==> config.mk <==
export PLATFORM = sky130hd
export DESIGN_NAME = circular_doubly_linked_list_engine_unit
export DESIGN_NICKNAME = d
export VERILOG_FILES = /design/src/rtl/cdll_pkg.sv /design/src/rtl/cdll_ctrl.sv /design/src/rtl/cdll_dp.sv /design/src/rtl/circular_doubly_linked_list_engine_unit.sv
export SDC_FILE = /design/constraint.sdc
export NUM_CORES = 1
export LEC_CHECK = 0
export ABC_AREA = 1
export BUFFER_PORTS_ARGS = -buffer_cell sky130_fd_sc_hd__buf_2
export CORE_UTILIZATION = 56
export DETAILED_ROUTE_END_ITERATION = 16
export HOLD_SLACK_MARGIN = 0.05
export PLACE_DENSITY_LB_ADDON = 0.12
export SYNTH_ARGS = -nofsm -noshare
export SYNTH_HDL_FRONTEND = slang
export SYNTH_SLANG_ARGS = --single-unit
==> constraint.sdc <==
create_clock -name clk_i -period 4.55 [get_ports clk_i]
set_input_delay 0.91 -clock clk_i [delete_from_list [all_inputs] [get_ports clk_i]]
set_output_delay 0.91 -clock clk_i [all_outputs]
set_load 0.01 [all_outputs]
==> src/rtl/cdll_pkg.sv <==
// Shared types and codes for the circular doubly linked list engine.
package cdll_pkg;

  localparam int unsigned VAL_W = 32;
  localparam int unsigned OP_W  = 3;
  localparam int unsigned ST_W  = 2;
  localparam int unsigned OCC_W = 5;

  localparam logic [OP_W-1:0] OP_INS_HEAD = 3'd0;
  localparam logic [OP_W-1:0] OP_INS_TAIL = 3'd1;
  localparam logic [OP_W-1:0] OP_REMOVE   = 3'd2;
  localparam logic [OP_W-1:0] OP_LIST_FWD = 3'd3;
  localparam logic [OP_W-1:0] OP_LIST_REV = 3'd4;
  localparam logic [OP_W-1:0] OP_CLEAR    = 3'd5;

  localparam logic [ST_W-1:0] ST_OK        = 2'd0;
  localparam logic [ST_W-1:0] ST_NOT_FOUND = 2'd1;
  localparam logic [ST_W-1:0] ST_EMPTY     = 2'd2;
  localparam logic [ST_W-1:0] ST_FULL      = 2'd3;

  typedef struct packed {
    logic [OP_W-1:0]         op;
    logic signed [VAL_W-1:0] item_value;
  } req_t;

  typedef struct packed {
    logic [ST_W-1:0]         status;
    logic signed [VAL_W-1:0] out_value;
    logic                    last;
    logic [OCC_W-1:0]        occupancy;
  } rsp_t;

  // Source of the node store read address.
  typedef enum logic [1:0] {
    RA_HEAD,
    RA_NEXT,
    RA_PREV
  } ra_e;

  typedef struct packed {
    logic            capture;
    ra_e             ra_sel;
    logic            ins_first;
    logic            ins_node;
    logic            ins_link;
    logic            at_head;
    logic            scan_step;
    logic            rm_capture;
    logic            rm_unlink;
    logic            list_step;
    logic            clear;
    logic            emit;
    logic [ST_W-1:0] emit_status;
    logic            emit_value;
    logic            emit_last;
  } dp_cmd_t;

  typedef struct packed {
    logic empty;
    logic full;
    logic match;
    logic last_step;
  } dp_stat_t;

endpackage

==> src/rtl/cdll_ctrl.sv <==
// Sequencer for the list engine: decodes each word and steps the datapath.
module cdll_ctrl (
  input  logic                           clk_i,
  input  logic                           rst_ni,
  input  logic                           start,
  input  logic [cdll_pkg::OP_W-1:0]      op_i,
  input  cdll_pkg::dp_stat_t             stat_i,
  output cdll_pkg::dp_cmd_t              cmd_o,
  output logic                           busy_o
);

  typedef enum logic [3:0] {
    S_IDLE,
    S_INS_FIRST,
    S_INS_NODE,
    S_INS_LINK,
    S_RM_SCAN,
    S_RM_UNLINK,
    S_LIST_FWD,
    S_LIST_PRE,
    S_LIST_REV,
    S_CLEAR,
    S_RESP
  } state_e;

  state_e                      state_q, state_d;
  logic [cdll_pkg::ST_W-1:0]   st_q, st_d;
  logic                        at_head_q, at_head_d;
  logic                        busy_q;

  always_comb begin
    state_d     = state_q;
    st_d        = st_q;
    at_head_d   = at_head_q;
    cmd_o       = '0;
    cmd_o.ra_sel = cdll_pkg::RA_HEAD;
    case (state_q)
      S_IDLE: begin
        if (start) begin
          cmd_o.capture = 1'b1;
          case (op_i)
            cdll_pkg::OP_INS_HEAD, cdll_pkg::OP_INS_TAIL: begin
              at_head_d = (op_i == cdll_pkg::OP_INS_HEAD);
              if (stat_i.full) begin
                st_d    = cdll_pkg::ST_FULL;
                state_d = S_RESP;
              end else if (stat_i.empty) begin
                state_d = S_INS_FIRST;
              end else begin
                state_d = S_INS_NODE;
              end
            end
            cdll_pkg::OP_REMOVE: begin
              if (stat_i.empty) begin
                st_d    = cdll_pkg::ST_EMPTY;
                state_d = S_RESP;
              end else begin
                state_d = S_RM_SCAN;
              end
            end
            cdll_pkg::OP_LIST_FWD: begin
              if (stat_i.empty) begin
                st_d    = cdll_pkg::ST_EMPTY;
                state_d = S_RESP;
              end else begin
                state_d = S_LIST_FWD;
              end
            end
            cdll_pkg::OP_LIST_REV: begin
              if (stat_i.empty) begin
                st_d    = cdll_pkg::ST_EMPTY;
                state_d = S_RESP;
              end else begin
                state_d = S_LIST_PRE;
              end
            end
            cdll_pkg::OP_CLEAR: begin
              state_d = S_CLEAR;
            end
            default: begin
              st_d    = cdll_pkg::ST_OK;
              state_d = S_RESP;
            end
          endcase
        end
      end
      S_INS_FIRST: begin
        cmd_o.ins_first   = 1'b1;
        cmd_o.emit        = 1'b1;
        cmd_o.emit_status = cdll_pkg::ST_OK;
        cmd_o.emit_last   = 1'b1;
        state_d           = S_IDLE;
      end
      S_INS_NODE: begin
        cmd_o.ins_node = 1'b1;
        state_d        = S_INS_LINK;
      end
      S_INS_LINK: begin
        cmd_o.ins_link    = 1'b1;
        cmd_o.at_head     = at_head_q;
        cmd_o.emit        = 1'b1;
        cmd_o.emit_status = cdll_pkg::ST_OK;
        cmd_o.emit_last   = 1'b1;
        state_d           = S_IDLE;
      end
      S_RM_SCAN: begin
        if (stat_i.match) begin
          cmd_o.rm_capture = 1'b1;
          state_d          = S_RM_UNLINK;
        end else if (stat_i.last_step) begin
          cmd_o.emit        = 1'b1;
          cmd_o.emit_status = cdll_pkg::ST_NOT_FOUND;
          cmd_o.emit_last   = 1'b1;
          state_d           = S_IDLE;
        end else begin
          cmd_o.scan_step = 1'b1;
          cmd_o.ra_sel    = cdll_pkg::RA_NEXT;
        end
      end
      S_RM_UNLINK: begin
        cmd_o.rm_unlink   = 1'b1;
        cmd_o.emit        = 1'b1;
        cmd_o.emit_status = cdll_pkg::ST_OK;
        cmd_o.emit_last   = 1'b1;
        state_d           = S_IDLE;
      end
      S_LIST_PRE: begin
        // hop from the head to the tail before the reverse walk
        cmd_o.ra_sel = cdll_pkg::RA_PREV;
        state_d      = S_LIST_REV;
      end
      S_LIST_FWD, S_LIST_REV: begin
        cmd_o.ra_sel      = (state_q == S_LIST_FWD) ? cdll_pkg::RA_NEXT : cdll_pkg::RA_PREV;
        cmd_o.list_step   = 1'b1;
        cmd_o.emit        = 1'b1;
        cmd_o.emit_status = cdll_pkg::ST_OK;
        cmd_o.emit_value  = 1'b1;
        cmd_o.emit_last   = stat_i.last_step;
        if (stat_i.last_step) begin
          state_d = S_IDLE;
        end
      end
      S_CLEAR: begin
        cmd_o.clear       = 1'b1;
        cmd_o.emit        = 1'b1;
        cmd_o.emit_status = cdll_pkg::ST_OK;
        cmd_o.emit_last   = 1'b1;
        state_d           = S_IDLE;
      end
      S_RESP: begin
        cmd_o.emit        = 1'b1;
        cmd_o.emit_status = st_q;
        cmd_o.emit_last   = 1'b1;
        state_d           = S_IDLE;
      end
      default: begin
        state_d = S_IDLE;
      end
    endcase
  end

  always_ff @(posedge clk_i or negedge rst_ni) begin
    if (!rst_ni) begin
      state_q   <= S_IDLE;
      st_q      <= cdll_pkg::ST_OK;
      at_head_q <= 1'b0;
      busy_q    <= 1'b0;
    end else begin
      state_q   <= state_d;
      st_q      <= st_d;
      at_head_q <= at_head_d;
      busy_q    <= (state_d != S_IDLE);
    end
  end

  assign busy_o = busy_q;

endmodule

==> src/rtl/cdll_dp.sv <==
// Datapath of the list engine: node stores, head, count, occupancy map and result register.
module cdll_dp #(
  parameter int unsigned CAPACITY = 16
) (
  input  logic                                clk_i,
  input  logic                                rst_ni,
  input  logic signed [cdll_pkg::VAL_W-1:0]   item_value_i,
  input  cdll_pkg::dp_cmd_t                   cmd_i,
  output cdll_pkg::dp_stat_t                  stat_o,
  output logic                                res_strobe_o,
  output cdll_pkg::rsp_t                      res_o
);

  localparam int unsigned IDX_W = (CAPACITY > 1) ? $clog2(CAPACITY) : 1;
  localparam int unsigned CNT_W = $clog2(CAPACITY + 1);

  // node stores, one read and one write address per cycle each
  logic [cdll_pkg::VAL_W-1:0] val_mem  [CAPACITY];
  logic [IDX_W-1:0]           next_mem [CAPACITY];
  logic [IDX_W-1:0]           prev_mem [CAPACITY];

  logic [cdll_pkg::VAL_W-1:0] val_rd_q;
  logic [IDX_W-1:0]           next_rd_q, prev_rd_q;

  logic [CAPACITY-1:0]        used_q, used_d;
  logic [IDX_W-1:0]           head_q, head_d;
  logic [CNT_W-1:0]           count_q, count_d;

  logic signed [cdll_pkg::VAL_W-1:0] operand_q;
  logic [IDX_W-1:0]           cur_q, k_q, tail_q, nx_q, pv_q;

  logic [IDX_W-1:0]           rd_addr;
  logic [IDX_W-1:0]           alloc;

  logic                       val_we;
  logic                       next_we, prev_we;
  logic [IDX_W-1:0]           next_wa, next_wd, prev_wa, prev_wd;

  logic                       res_valid_q;
  cdll_pkg::rsp_t             res_q;

  // lowest free node
  always_comb begin
    alloc = '0;
    for (int i = CAPACITY - 1; i >= 0; i--) begin
      if (!used_q[i]) begin
        alloc = IDX_W'(i);
      end
    end
  end

  always_comb begin
    case (cmd_i.ra_sel)
      cdll_pkg::RA_NEXT: rd_addr = next_rd_q;
      cdll_pkg::RA_PREV: rd_addr = prev_rd_q;
      default:           rd_addr = head_q;
    endcase
  end

  assign stat_o.empty     = (count_q == '0);
  assign stat_o.full      = (count_q == CNT_W'(CAPACITY));
  assign stat_o.match     = (val_rd_q == operand_q);
  assign stat_o.last_step = ((CNT_W'(k_q) + CNT_W'(1)) == count_q);

  // link writes
  assign val_we = cmd_i.ins_first | cmd_i.ins_node;

  always_comb begin
    next_we = 1'b0;
    prev_we = 1'b0;
    next_wa = alloc;
    next_wd = alloc;
    prev_wa = alloc;
    prev_wd = alloc;
    if (cmd_i.ins_first) begin
      next_we = 1'b1;
      prev_we = 1'b1;
    end else if (cmd_i.ins_node) begin
      next_we = 1'b1;
      prev_we = 1'b1;
      next_wd = head_q;
      prev_wd = prev_rd_q;
    end else if (cmd_i.ins_link) begin
      next_we = 1'b1;
      prev_we = 1'b1;
      next_wa = tail_q;
      prev_wa = head_q;
    end else if (cmd_i.rm_unlink && (count_q != CNT_W'(1))) begin
      next_we = 1'b1;
      prev_we = 1'b1;
      next_wa = pv_q;
      next_wd = nx_q;
      prev_wa = nx_q;
      prev_wd = pv_q;
    end
  end

  always_ff @(posedge clk_i) begin
    if (val_we) begin
      val_mem[alloc] <= operand_q;
    end
    if (next_we) begin
      next_mem[next_wa] <= next_wd;
    end
    if (prev_we) begin
      prev_mem[prev_wa] <= prev_wd;
    end
    val_rd_q  <= val_mem[rd_addr];
    next_rd_q <= next_mem[rd_addr];
    prev_rd_q <= prev_mem[rd_addr];
  end

  // list bookkeeping
  always_comb begin
    used_d  = used_q;
    head_d  = head_q;
    count_d = count_q;
    if (cmd_i.ins_first || cmd_i.ins_link) begin
      used_d[alloc] = 1'b1;
      count_d       = count_q + CNT_W'(1);
      if (cmd_i.ins_first || cmd_i.at_head) begin
        head_d = alloc;
      end
    end
    if (cmd_i.rm_unlink) begin
      used_d[cur_q] = 1'b0;
      count_d       = count_q - CNT_W'(1);
      if (count_q == CNT_W'(1)) begin
        head_d = '0;
      end else if (cur_q == head_q) begin
        head_d = nx_q;
      end
    end
    if (cmd_i.clear) begin
      used_d  = '0;
      head_d  = '0;
      count_d = '0;
    end
  end

  always_ff @(posedge clk_i or negedge rst_ni) begin
    if (!rst_ni) begin
      used_q      <= '0;
      head_q      <= '0;
      count_q     <= '0;
      res_valid_q <= 1'b0;
    end else begin
      used_q      <= used_d;
      head_q      <= head_d;
      count_q     <= count_d;
      res_valid_q <= cmd_i.emit;
    end
  end

  // walk registers and result word
  always_ff @(posedge clk_i) begin
    if (cmd_i.capture) begin
      operand_q <= item_value_i;
      cur_q     <= head_q;
      k_q       <= '0;
    end
    if (cmd_i.scan_step) begin
      cur_q <= next_rd_q;
      k_q   <= k_q + IDX_W'(1);
    end
    if (cmd_i.list_step) begin
      k_q <= k_q + IDX_W'(1);
    end
    if (cmd_i.ins_node) begin
      tail_q <= prev_rd_q;
    end
    if (cmd_i.rm_capture) begin
      nx_q <= next_rd_q;
      pv_q <= prev_rd_q;
    end
    if (cmd_i.emit) begin
      res_q.status    <= cmd_i.emit_status;
      res_q.out_value <= cmd_i.emit_value ? val_rd_q : '0;
      res_q.last      <= cmd_i.emit_last;
      res_q.occupancy <= cdll_pkg::OCC_W'(count_d);
    end
  end

  assign res_strobe_o = res_valid_q;
  assign res_o        = res_q;

endmodule

==> src/rtl/circular_doubly_linked_list_engine_unit.sv <==
// Top level of the circular doubly linked list engine.
//
// Usage: drive a command word on req_i (op, item_value) and raise start; the
// word is taken at a rising edge where start is high and busy is low. Each
// result word appears on res_o for one cycle with res_strobe_o high, and the
// receiver must take it then: there is no back-pressure on results. The last
// result of a command has last set; busy drops in the same cycle that word
// shows, so the next command may be issued right then.
//
// An insert writes the node and then links it in, both together for an
// empty list; full, empty and unknown-op answers come from a response
// state and clear from its own; remove walks from the head to a match or
// the list end; listing gives one result word per cycle, reverse from the tail.
// The walk rate of one node per cycle is set by the single registered read
// port of the node stores, whose next read address is the link just read.
//
// Reset (rst_ni low, asynchronous) empties the list: occupancy map, head and
// count clear at once; node stores are left as they are and are only read
// once written. No clearing pass is needed.
module circular_doubly_linked_list_engine_unit #(
  parameter int unsigned CAPACITY = 16
) (
  input  logic              clk_i,
  input  logic              rst_ni,
  input  logic              start,
  output logic              busy,
  input  cdll_pkg::req_t    req_i,
  output logic              res_strobe_o,
  output cdll_pkg::rsp_t    res_o
);

  cdll_pkg::dp_cmd_t  cmd;
  cdll_pkg::dp_stat_t stat;

  // sequencer: decode the command word and drive the walk
  cdll_ctrl u_ctrl (
    .clk_i  (clk_i),
    .rst_ni (rst_ni),
    .start  (start),
    .op_i   (req_i.op),
    .stat_i (stat),
    .cmd_o  (cmd),
    .busy_o (busy)
  );

  // node stores, link updates and the result register
  cdll_dp #(
    .CAPACITY (CAPACITY)
  ) u_dp (
    .clk_i        (clk_i),
    .rst_ni       (rst_ni),
    .item_value_i (req_i.item_value),
    .cmd_i        (cmd),
    .stat_o       (stat),
    .res_strobe_o (res_strobe_o),
    .res_o        (res_o)
  );

endmodule

==> results of run 1 <==
[cells by family (layout without fill, tap and decap cells)]
family	count (synthesis)	count (layout)	synth area share (%)
XOR/XNOR	25	25	0.6805
buffers and inverters	257	437	3.274
multiplexers	80	80	2.489
flip-flops	806	806	73.45
AND/OR/NAND/NOR	768	768	9.986
AO/OA/AOI/OAI	506	506	9.889
adder cells (fa/ha/maj)	6	6	0.2333
[cells in the mapped netlist, types with 13 or more instances]
library cell,number,area (um2)
a21oi_1,32,160.2
buf_2,43,215.2
clkbuf_1,73,274.0
dfrtp_1,34,850.8
dfxtp_1,40,800.8
edfxtp_1,732,21980
inv_1,115,431.7
mux2i_1,80,800.8
nand2_1,146,548.0
nand3_1,37,185.2
nand4_1,14,87.58
nor2_1,456,1712
nor3_1,67,335.3
o211ai_1,27,202.7
o21ai_0,242,1211
o21ai_1,14,70.07
o221ai_1,74,648.1
o22ai_1,59,369.1
o32ai_1,31,271.5
or2_2,13,81.33
xnor2_1,19,166.4
[flip-flops by register name (all words and copies together) (netlist names), 5 cells and up]
name	cells
u_dp.next_mem	64
u_dp.res_o	40
u_dp.operand_q	32
u_dp.val_mem	512
u_dp.prev_mem	64
u_dp.val_rd_q	32
u_dp.used_q	16
u_dp.count_q	5
[power by group]
part	switching (uW)	total (uW)	internal (uW)
Sequential	677	10700	10100
Clock	2730	6460	3730
Combinational	7640	11200	3590
[metrics by stage]
| step | setup WS, ps | power, uW | area (um2) |
|---|---|---|---|
| 2_1_floorplan | -163.0 | 18020 | 32180 |
| 3_3_place_gp | 242.5 | 21780 | 33950 |
| 4_1_cts | 145.0 | 28460 | 36550 |
| 6_report | 328.4 | 28410 | 36550 |
| 3_5_place_dp | 198.0 | 22000 | 33950 |
| 5_1_grt | 57.03 | 29930 | 36550 |
[layer usage]
layer | global-route usage [%] | share of wire (%)
met1 | 40.23 | 43
met2 | 42.79 | 47
met3 | 3.984 | 8.3
met4 | 8.730 | 2.3
met5 | 0 | 0
[final cells by class]
class / instances / area, um2
Clock buffer: 119 / 2405
Clock inverter: 31 / 195.2
Fill cell: 4180 / 20050
Inverter: 126 / 486.7
Multi-Input combinational cell: 1385 / 7640
Sequential cell: 806 / 23630
Tap cell: 756 / 945.9
Timing Repair Buffer: 161 / 1249
[repair_timing]
action	in CTS	in global routing
endpoints found under the hold margin	0	0
hold buffers	0	0
setup endpoints to repair	0	29
resized for setup	0	1
[path summary, 6_finish.rpt]
path	endpoint	slack (ps)
setup / recovery	u_dp.val_rd_q[31]$_DFF_P_	330
hold / removal	u_ctrl.st_q[1]$_DFFE_PN0P_	390
max in group asynchronous	u_dp.count_q[4]$_DFF_PN0_	3620
setup reg to reg	u_dp.val_rd_q[31]$_DFF_P_	330
hold reg to reg	u_ctrl.at_head_q$_DFFE_PN0P_	500
min in group clk_i	u_dp.operand_q[7]$_DFFE_PP_	460
[cells in the final DEF, fill, tap and decap left out, types with 15 or more instances in the layout]
cell,Yosys,routed
buf_2,43,79
nand3_1,37,36
dfxtp_1,40,40
a21oi_1,32,32
o211ai_1,27,27
nand2_1,146,146
clkbuf_8,0,15
nor2_1,456,451
buf_12,0,19
clkbuf_1,73,19
edfxtp_1,732,732
nor3_1,67,59
o32ai_1,31,31
clkinv_2,1,19
o21ai_0,242,242
mux2i_1,80,80
inv_1,115,112
o22ai_1,59,59
o221ai_1,74,74
clkbuf_16,0,85
xnor2_1,19,19
buf_4,7,63
dfrtp_1,34,34
==> metrics, run 1 <==
run status=completed; Max Cap Viol=0; Lkg Pwr=~0.013 uW; Row Count=87; Core Util, Final=~65%; Initial Utilization=56.84%; drt total wl=roughly 80000 um; part of the Yosys area used for sequential elements=between 70% and 80%; die area=58420 um2; Crit. Startpoint=u_dp.operand_q[25]$_DFFE_PP_; Synth cell types=46; Main synth FF type=edfxtp_1; Total Neg Setup Slack=0 ps; PortBufs=roughly 80; GPL Wtd Cong=0.8555; die width=between 200 and 250 um; I/O pin cnt=80; post-synthesis cell count=roughly 2400; Die Y=between 200 and 250 um; DP HPWL=43520 um; CP Class=flop to flop; Worst-Skew Late Latency=slightly above 600 ps; CP Buf/Inv Count=4; number of synthesized register bits=around 800; Worst EP arrival=around 4800 ps; WL per Instance=23.68 um; Final Hold Viols=0; dpl cells=between 3000 and 4000; Vias=between 20000 and 25000; Core Region=56600 um2; pwr/cell area=between 700 and 800 nW/um2; max incr delay on CP=just over 600 ps; CP Launch Type=flop; antenna violations before repair=0; DRT iter0 DRCs=approximately 2000; first-pass GRT wire length=~120000 um; largest net degree at the start of global routing=97; Final ANT Viol Nets=0; RR Startpoint=u_dp.operand_q[25]$_DFFE_PP_; Syn Nets=roughly 2500; Area Growth Syn to Fin=13.61%; worst-path cell chain=or2_2 > nand3_1 > nor4_1 > buf_4 > and2_1 > a21boi_1 > nand2_1 > nand2_1 > ha_1 > inv_2 > o21ai_1 > inv_8 > buf_12 > o21ai_0 > o21ai_0 > o221ai_1 > o21ai_1; post-route DRC violation count=0; final clock skew=about 22 ps; post-CTS setup buffer count=0; layout cells sized above 1=between 10 and 15%; Syn. warnings=0; First-pass DRT Iterations=6; Hold Crit Class=primary input to async pin; root buf cell=clkbuf_16; Via-to-Cell Ratio=6.029; Levels on crit path=17; clock slew at reported path FFs=60 ps; Clock Path Buffers=3; GRT Residual Overflow=0; CP delay by family, top=compound AO/OA/AOI/OAI gates; CTS tree=yes; # nets final=~2600; setup violators final=0; CP max FO=between 70 and 80; CP Capture Type=flop; Slew Limit Fails=0; CTS Sinks=around 800; Worst Tran Pin Value=~940 ps; asr flop ratio synth=4.218%; f_max=around 240 MHz; RSZ-0062 raised after global routing=no; vias in the first global route=19420; Finished Layout Cells=~3400; Num CTS Buffers=82; # diodes=0; gr usage total=between 20% and 30%; Worst VDD drop=547.8 uV; CP required=around 5000 ps; number of synthesized flops with an enable pin=approximately 730; synthesized area per cell=~13 um2; period utilization=slightly above 90%; Period minus WS final=~4200 ps; FF-to-FF path depth=17; hold_ws=between 300 and 400 ps; Crit-path slowest cell=edfxtp_1; H-tree Lvls=3; Worst slew margin=37.47%; mapped cell area=around 32000 um2
Power figures use the tool's default switching activity.
==> inputs of run 2 (changes only) <==
==> constraint.sdc (replaced) <==
create_clock -name clk_i -period 4.55 [get_ports clk_i]
set_input_delay 1.1375 -clock clk_i [delete_from_list [all_inputs] [get_ports clk_i]]
set_output_delay 1.1375 -clock clk_i [all_outputs]
set_load 0.01 [all_outputs]
==> metrics, run 2 (synthesis gave the netlist of run 1 again) <==
RR Startpoint=u_dp.operand_q[25]$_DFFE_PP_ (unchanged); gr usage total=27.65% (was 27.48%); Final Hold Viols=0 (unchanged); Worst EP arrival=4790 ps (was 4770 ps); reg2reg end=u_dp.val_rd_q[17]$_DFF_P_ (was u_dp.val_rd_q[31]$_DFF_P_); root buf cell=clkbuf_16 (unchanged); final clock skew=24.84 ps (was 21.83 ps); Post-CTS Hold Buffers=0 (unchanged); Worst slew margin=43.07% (was 37.47%); Die Y=241.7 um (unchanged); Slew Limit Fails=0 (unchanged); Final ANT Viol Nets=0 (unchanged); GPL Wtd Cong=0.8568 (was 0.8555); commonest non-fill, non-tap cell in the layout=edfxtp_1 (unchanged); CTS tree=yes (unchanged); number of cells upsized or downsized after cts=0 (unchanged); hold_ws=513.9 ps (was 389.4 ps); Worst Tran Pin Value=854.0 ps (was 938.0 ps); First-pass DRT Iterations=5 (was 6); GRT Residual Overflow=0 (unchanged); Via-to-Cell Ratio=6.084 (was 6.029); max reg flops=512 (unchanged); pwr/cell area=782.6 nW/um2 (was 777.3 nW/um2); first-pass GRT wire length=120900 um (was 120300 um); Worst-Skew Late Latency=640 ps (was 620 ps); Core Region=56600 um2 (unchanged); FF-to-FF setup slack=270 ps (was 330 ps); WHS Endpoint=u_ctrl.at_head_q$_DFFE_PN0P_; vias in the first global route=19560 (was 19420); clock slew at reported path FFs=60 ps (about the same); area occupied by multi-input gates=7647 um2 (was 7640 um2); layout cells sized above 1=13.70% (was 14.00%); DP Area=33950 um2 (unchanged); Core Util, Final=64.71% (was 64.58%); post-CTS setup buffer count=0 (unchanged); post-route DRC violation count=0 (unchanged); post-route cell area=36630 um2 (was 36550 um2); DP HPWL=43360 um (was 43520 um); Area Growth Syn to Fin=13.85% (was 13.61%); die area=58420 um2 (unchanged); run status=completed (unchanged); PortBufs=79 (unchanged); Vias=20580 (was 20400); met1 wire length=34000 um (was 34220 um); period utilization=94.10% (was 92.78%); setup ws final=268.5 ps (was 328.4 ps); WL met3=7255 um (was 6689 um); antenna violations before repair=0 (unchanged); largest net degree at the start of global routing=97 (unchanged); RSZ-0062 raised after global routing=no (unchanged); H-tree Lvls=3 (unchanged); Period minus WS final=4281 ps (was 4222 ps); largest register by flop count=u_dp.val_mem (unchanged); # nets final=2604 (was 2606); FF-to-FF path depth=18 (was 17); Lkg Pwr=0.01286 uW (was 0.01284 uW); CTS Sinks=806 (unchanged); Hold Crit Class=flop to flop (was primary input to async pin); f_max=233.6 MHz (was 236.9 MHz); Max Cap Viol=0 (unchanged); Min-Delay Path Depth=2; I/O pin cnt=80 (unchanged); die width=241.7 um (unchanged); CP Class=flop to flop (unchanged); Post-Place Setup Slack=118.8 ps (was 198.0 ps); WL per Instance=23.86 um (was 23.68 um); Row Count=87 (unchanged); CP required=5060 ps (was 5100 ps); biggest regs=u_dp.val_mem x512, u_dp.next_mem x64, u_dp.prev_mem x64 (unchanged); met2 wire length=37630 um (was 37350 um); max layer used=met4 (unchanged); CP Launch Type=flop (unchanged); FF+latch area=23630 um2 (unchanged); Initial Utilization=56.84% (unchanged); CP Capture Type=flop (unchanged); Clock Path Buffers=3 (unchanged); Hold Path Origin=u_ctrl.at_head_q$_DFFE_PN0P_; Layout fillers=4198 (was 4180); Num CTS Buffers=80 (was 82); DRT iter0 DRCs=2028 (was 2051); # diodes=0 (unchanged); CP max FO=40 (was 74); most frequent cells in the layout=732 x edfxtp_1, 451 x nor2_1, 242 x o21ai_0, 146 x nand2_1, 112 x inv_1 (unchanged); Worst VDD drop=453.5 uV (was 547.8 uV); setup violators final=0 (unchanged); drt total wl=80730 um (was 80130 um)
==> run 2: worst max-delay path: stages, from the launching register on <==
cell      delay, ps
edfxtp_1        630
or2_2           390
nand3_1         120
nor4_1           80
buf_4           160
and2_1          150
a21boi_1        420
nand2_1         130
nand2_1         110
ha_1            270
inv_2           180
nand3_1         150
o21ai_4         160
buf_12          280
buf_12          250
mux2i_1         210
o22ai_1         100
o221ai_1        210
nand2_1         100
==> run 2: final cells by class <==
type / count / area share, %
Tap cell: 756 / 2.582
Timing Repair Buffer: 161 / 3.409
Inverter: 126 / 1.329
Clock inverter: 43 / 1.305
Multi-Input combinational cell: 1385 / 20.88
Clock buffer: 106 / 5.984
Sequential cell: 806 / 64.51
==> run 2: worst max-delay path by stage <==
stage,depth (start not counted),start,to,slack (ps)
floorplan,15,u_dp.used_q[14]$_DFF_PN0_,u_dp.val_mem[0][0]$_DFFE_PP_,-160
global placement,18,u_dp.operand_q[25]$_DFFE_PP_,u_dp.val_rd_q[10]$_DFF_P_,220
detailed placement,18,u_dp.operand_q[25]$_DFFE_PP_,u_dp.val_rd_q[11]$_DFF_P_,120
CTS,18,u_dp.operand_q[25]$_DFFE_PP_,u_dp.val_rd_q[17]$_DFF_P_,40
global route,18,u_dp.operand_q[25]$_DFFE_PP_,u_dp.val_rd_q[17]$_DFF_P_,30
finish,18,u_dp.operand_q[25]$_DFFE_PP_,u_dp.val_rd_q[17]$_DFF_P_,270
==> run 2: power breakdown <==
part | leakage (uW) | internal [uW] | total [uW] | switching, uW
Clock | 0.00130 | 3920 | 6670 | 2740
Combinational | 0.00413 | 3590 | 11300 | 7680
Sequential | 0.00742 | 10100 | 10700 | 676
==> run 2: per-stage QoR <==
| step | TNS, ps | total power, uW | instances |
|---|---|---|---|
| floorplan | -15640 | 18020 | 2448 |
| global placement | 0 | 21770 | 3234 |
| detailed placement | 0 | 22000 | 3234 |
| CTS | 0 | 28700 | 3383 |
| global route | 0 | 30160 | 3383 |
| finish | 0 | 28670 | 3383 |
==> run 2: routing by layer <==
| layer | up-vias | GRT usage, % |
|---|---|---|
| met4 | 0 | 7.595 |
| li1 | 9242 | - |
| met3 | 124 | 4.895 |
| met2 | 998 | 43.43 |
| met1 | 10220 | 40.05 |
| met5 | - | 0 |
